<file path="config.mk">
export PLATFORM = sky130hd
export DESIGN_NAME = htt_ram
export DESIGN_NICKNAME = d
export VERILOG_FILES = /design/src/hw/rtl/htt_ram.sv
export SDC_FILE = /design/constraint.sdc
export NUM_CORES = 1
export LEC_CHECK = 0
export ABC_AREA = 1
export BUFFER_PORTS_ARGS = -buffer_cell sky130_fd_sc_hd__buf_4
export CAP_MARGIN = 20
export CORE_MARGIN = 8
export CORE_UTILIZATION = 55
export CTS_BUF_LIST = sky130_fd_sc_hd__clkbuf_4 sky130_fd_sc_hd__clkbuf_8
export DETAILED_ROUTE_END_ITERATION = 16
export PLACE_DENSITY = 0.72
export RECOVER_POWER = 50
export REMOVE_ABC_BUFFERS = 1
export SKIP_CTS_REPAIR_TIMING = 1
export SLEW_MARGIN = 20
export SYNTH_ARGS = -nofsm -noshare
export SYNTH_HDL_FRONTEND = slang
export SYNTH_SLANG_ARGS = --single-unit
</file>
<file path="constraint.sdc">
create_clock -name clk -period 2.56 [get_ports clk]
set_input_delay 0.128 -clock clk [delete_from_list [all_inputs] [get_ports clk]]
set_output_delay 0.128 -clock clk [all_outputs]
set_load 0.1 [all_outputs]
</file>
<file path="src/hw/rtl/htt_ram.sv">
// generic single port ram with registered read
`timescale 1ns / 1ps
module htt_ram #(
	parameter int WIDTH = 8,
	parameter int DEPTH = 16
) (
	input  logic                     clk,
	input  logic                     we,
	input  logic [$clog2(DEPTH)-1:0] addr,
	input  logic [WIDTH-1:0]         wdata,
	output logic [WIDTH-1:0]         rdata
);

	logic [WIDTH-1:0] mem [DEPTH];

	always_ff @(posedge clk) begin
		if (we) begin
			mem[addr] <= wdata;
		end
		rdata <= mem[addr];
	end

endmodule

</file>
==> summary.txt <==
Placed design
  – Port-buffer cells: 21
  – Hpwl dp: 7203 µm
  – Gp weighted congestion: roughly 0.85

Finish
  – Fill count: 832
  – Commonest non-fill, non-tap cell in the layout: nand2_1
  – # diodes: 0
  – Nets: about 590
  – Layout cell share with drive strength beyond 1: about 8.5%
  – Area growth syn-to-layout: 13.09%
  – Commonest cells after routing, fill and taps aside: nand2_1, edfxtp_1, inv_1

Min path
  – Min-delay worst type: in2reg
  – Hold Path Origin: addr[2]
  – Worst Hold Path EP: rdata[6]$_DFF_P_
  – Hold Crit Depth: 7

Synthesis
  – Cells after synthesis: between 500 and 600
  – Post-synthesis average cell area: 10.21 µm²
  – Netlist cell types: 11
  – Sequential element share of the synthesized area: 71.59%
  – Post-Syn Area: approximately 5600 µm²
  – FF+latch count, synth: between 100 and 150
  – Warnings from Yosys: 0

Global route
  – Largest net degree at the start of global routing: 62
  – First-pass GRT wire length: ~19000 µm
  – Met1 Use GR: about 24%
  – Met2 Resource Use GR: 29.64%
  – Met3 Usage GRT: 5.182%
  – GR Util All Layers: a little under a fifth
  – Most used routing layer: met2
  – Vias in the first global route: approximately 3700
  – Antenna violations before repair: 0
  – Grt ovf: 0

Timing
  – Relative slew slack: 37.49%
  – Min Tclk post-route: roughly 1400 ps
  – Endpoints failing hold: 0
  – Worst-margin pin slew: 937.6 ps
  – Fin crit share: between 50% and 60%
  – Final hold slack: roughly 250 ps
  – Setup Viol. Count Final: 0
  – Clk_skew: 11.54 ps
  – Max Fclk: approximately 690 MHz
  – Fin. max-slew vios: 0
  – Unrepaired setup endpoints after global routing: no
  – Setup TNS: 0 ps

Setup path
  – CP required: ~2600 ps
  – R2R Path Start: mem[13][1]$_DFFE_PP_
  – Worst setup SP type: input pin
  – Reg2reg path depth: 8
  – Crit Path Max Fanout: 35
  – CP endpoint kind: flip-flop
  – CP arrival: about 1500 ps
  – R2R setup slack: around 1500 ps
  – Worst setup path startpoint: addr[1]
  – Worst reg2reg endpoint: rdata[1]$_DFF_P_
  – WS Path Type: in2reg

Floorplanning
  – Top-Level Pins: 22
  – Die area: about 14000 µm²
  – Number of cell rows: 37
  – Die Span X: roughly 120 µm
  – Core area: between 10000 and 15000 µm²
  – Die Ht: about 120 µm
  – Initial Utilization: a little under three fifths

Clocking
  – Clk Tree Root Cell: clkbuf_8
  – H-tree Lvls: 4
  – Clock Latency Late Sink: approximately 440 ps
  – CTS Buffer Depth: 2
  – Sink Count: between 100 and 150
  – Reg clk slew, reported paths: approximately 80 ps
  – CTS buffer count: 17
  – CTS tree: done

Route
  – DR pass1 iterations: 5
  – Post-route ant nets: 0
  – Post-DR wirelength/cell: approximately 16 µm
  – Vias: about 3600
  – Vias per inst: 5.037
  – Detailed Route WL: approximately 12000 µm
  – DR iter-0 viols: around 380
  – DRC errors left: 0

Power and ir drop
  – PD cells: around 800 nW/µm²
  – Peak supply drop: 0.5481 mV
  – Leak: 2.696 nW

Run status
  – Status: finished clean

Flow run
  – Max_cap viols: 0
-- how the worst max path moves through the flow --
stage	endpoint	slack (ps)	depth (start not counted)
detailed placement	mem[13][3]$_DFFE_PP_	660	5
global route	mem[13][4]$_DFFE_PP_	1020	5
floorplan	mem[6][0]$_DFFE_PP_	870	3
global placement	mem[13][3]$_DFFE_PP_	740	5
CTS	mem[13][4]$_DFFE_PP_	1130	5
finish	mem[13][4]$_DFFE_PP_	1110	5
-- cells by family after synthesis --
kind of cell	synth area share (%)
buffers and inverters	3.624
flip-flops	71.59
AND/OR/NAND/NOR	24.79
-- flip-flops by register name (all words and copies together) (netlist names) --
register  count
mem         128
rdata         8
-- cell type report --
cell class / count / area (µm²) / share of cell area [%]
Clock inverter: 14 / 252.7 / 3.996
Clock buffer: 18 / 241.5 / 3.818
Inverter: 23 / 86.33 / 1.365
Multi-Input combinational cell: 368 / 1386 / 21.92
Sequential cell: 136 / 4004 / 63.30
Tap cell: 136 / 170.2 / 2.690
Timing Repair Buffer: 29 / 183.9 / 2.908
-- per-layer routing --
metal	up-vias	wire length (µm)
met5	-	0
met4	0	253
met3	25	685
met2	113	5559
met1	1707	5039
li1	1802	-
-- power by group --
part	switching (mW)	total, mW	internal (mW)	leakage, nW
combinational	0.316	0.404	0.0879	1.23
clock	0.788	2.15	1.36	0.247
sequential	0.0132	2.50	2.49	1.22
-- Yosys cell counts, drive strengths merged --
library cell  instances  area share (%)
nand2               346              23
nand3                 4            0.36
edfxtp              128              69
clkbuf                3            0.20
clkinv                1           0.067
inv                  22             1.5
buf                  18             1.9
dfxtp                 8             2.9
nor2                 18             1.2
-- critical path, cell delays in order --
cell and delay, ps:
buf_4 220, clkinv_1 110, buf_4 210, nand3_1 210, nor2_1 610
-- stage by stage --
step / instances / total power, mW / utilization [%] / worst slack (ps) / instance area [µm²]
2_1_floorplan: 527 / 2.799 / - / 867.2 / 5477
3_3_place_gp: 692 / 2.950 / 58.11 / 739.4 / 5864
3_5_place_dp: 692 / 2.958 / 58.11 / 659.4 / 5864
4_1_cts: 724 / 5.082 / 63.01 / 1128 / 6359
5_1_grt: 724 / 5.210 / 62.67 / 1021 / 6325
6_report: 724 / 5.052 / 62.67 / 1112 / 6325
Note: power is estimated with default switching activity, not from simulation.
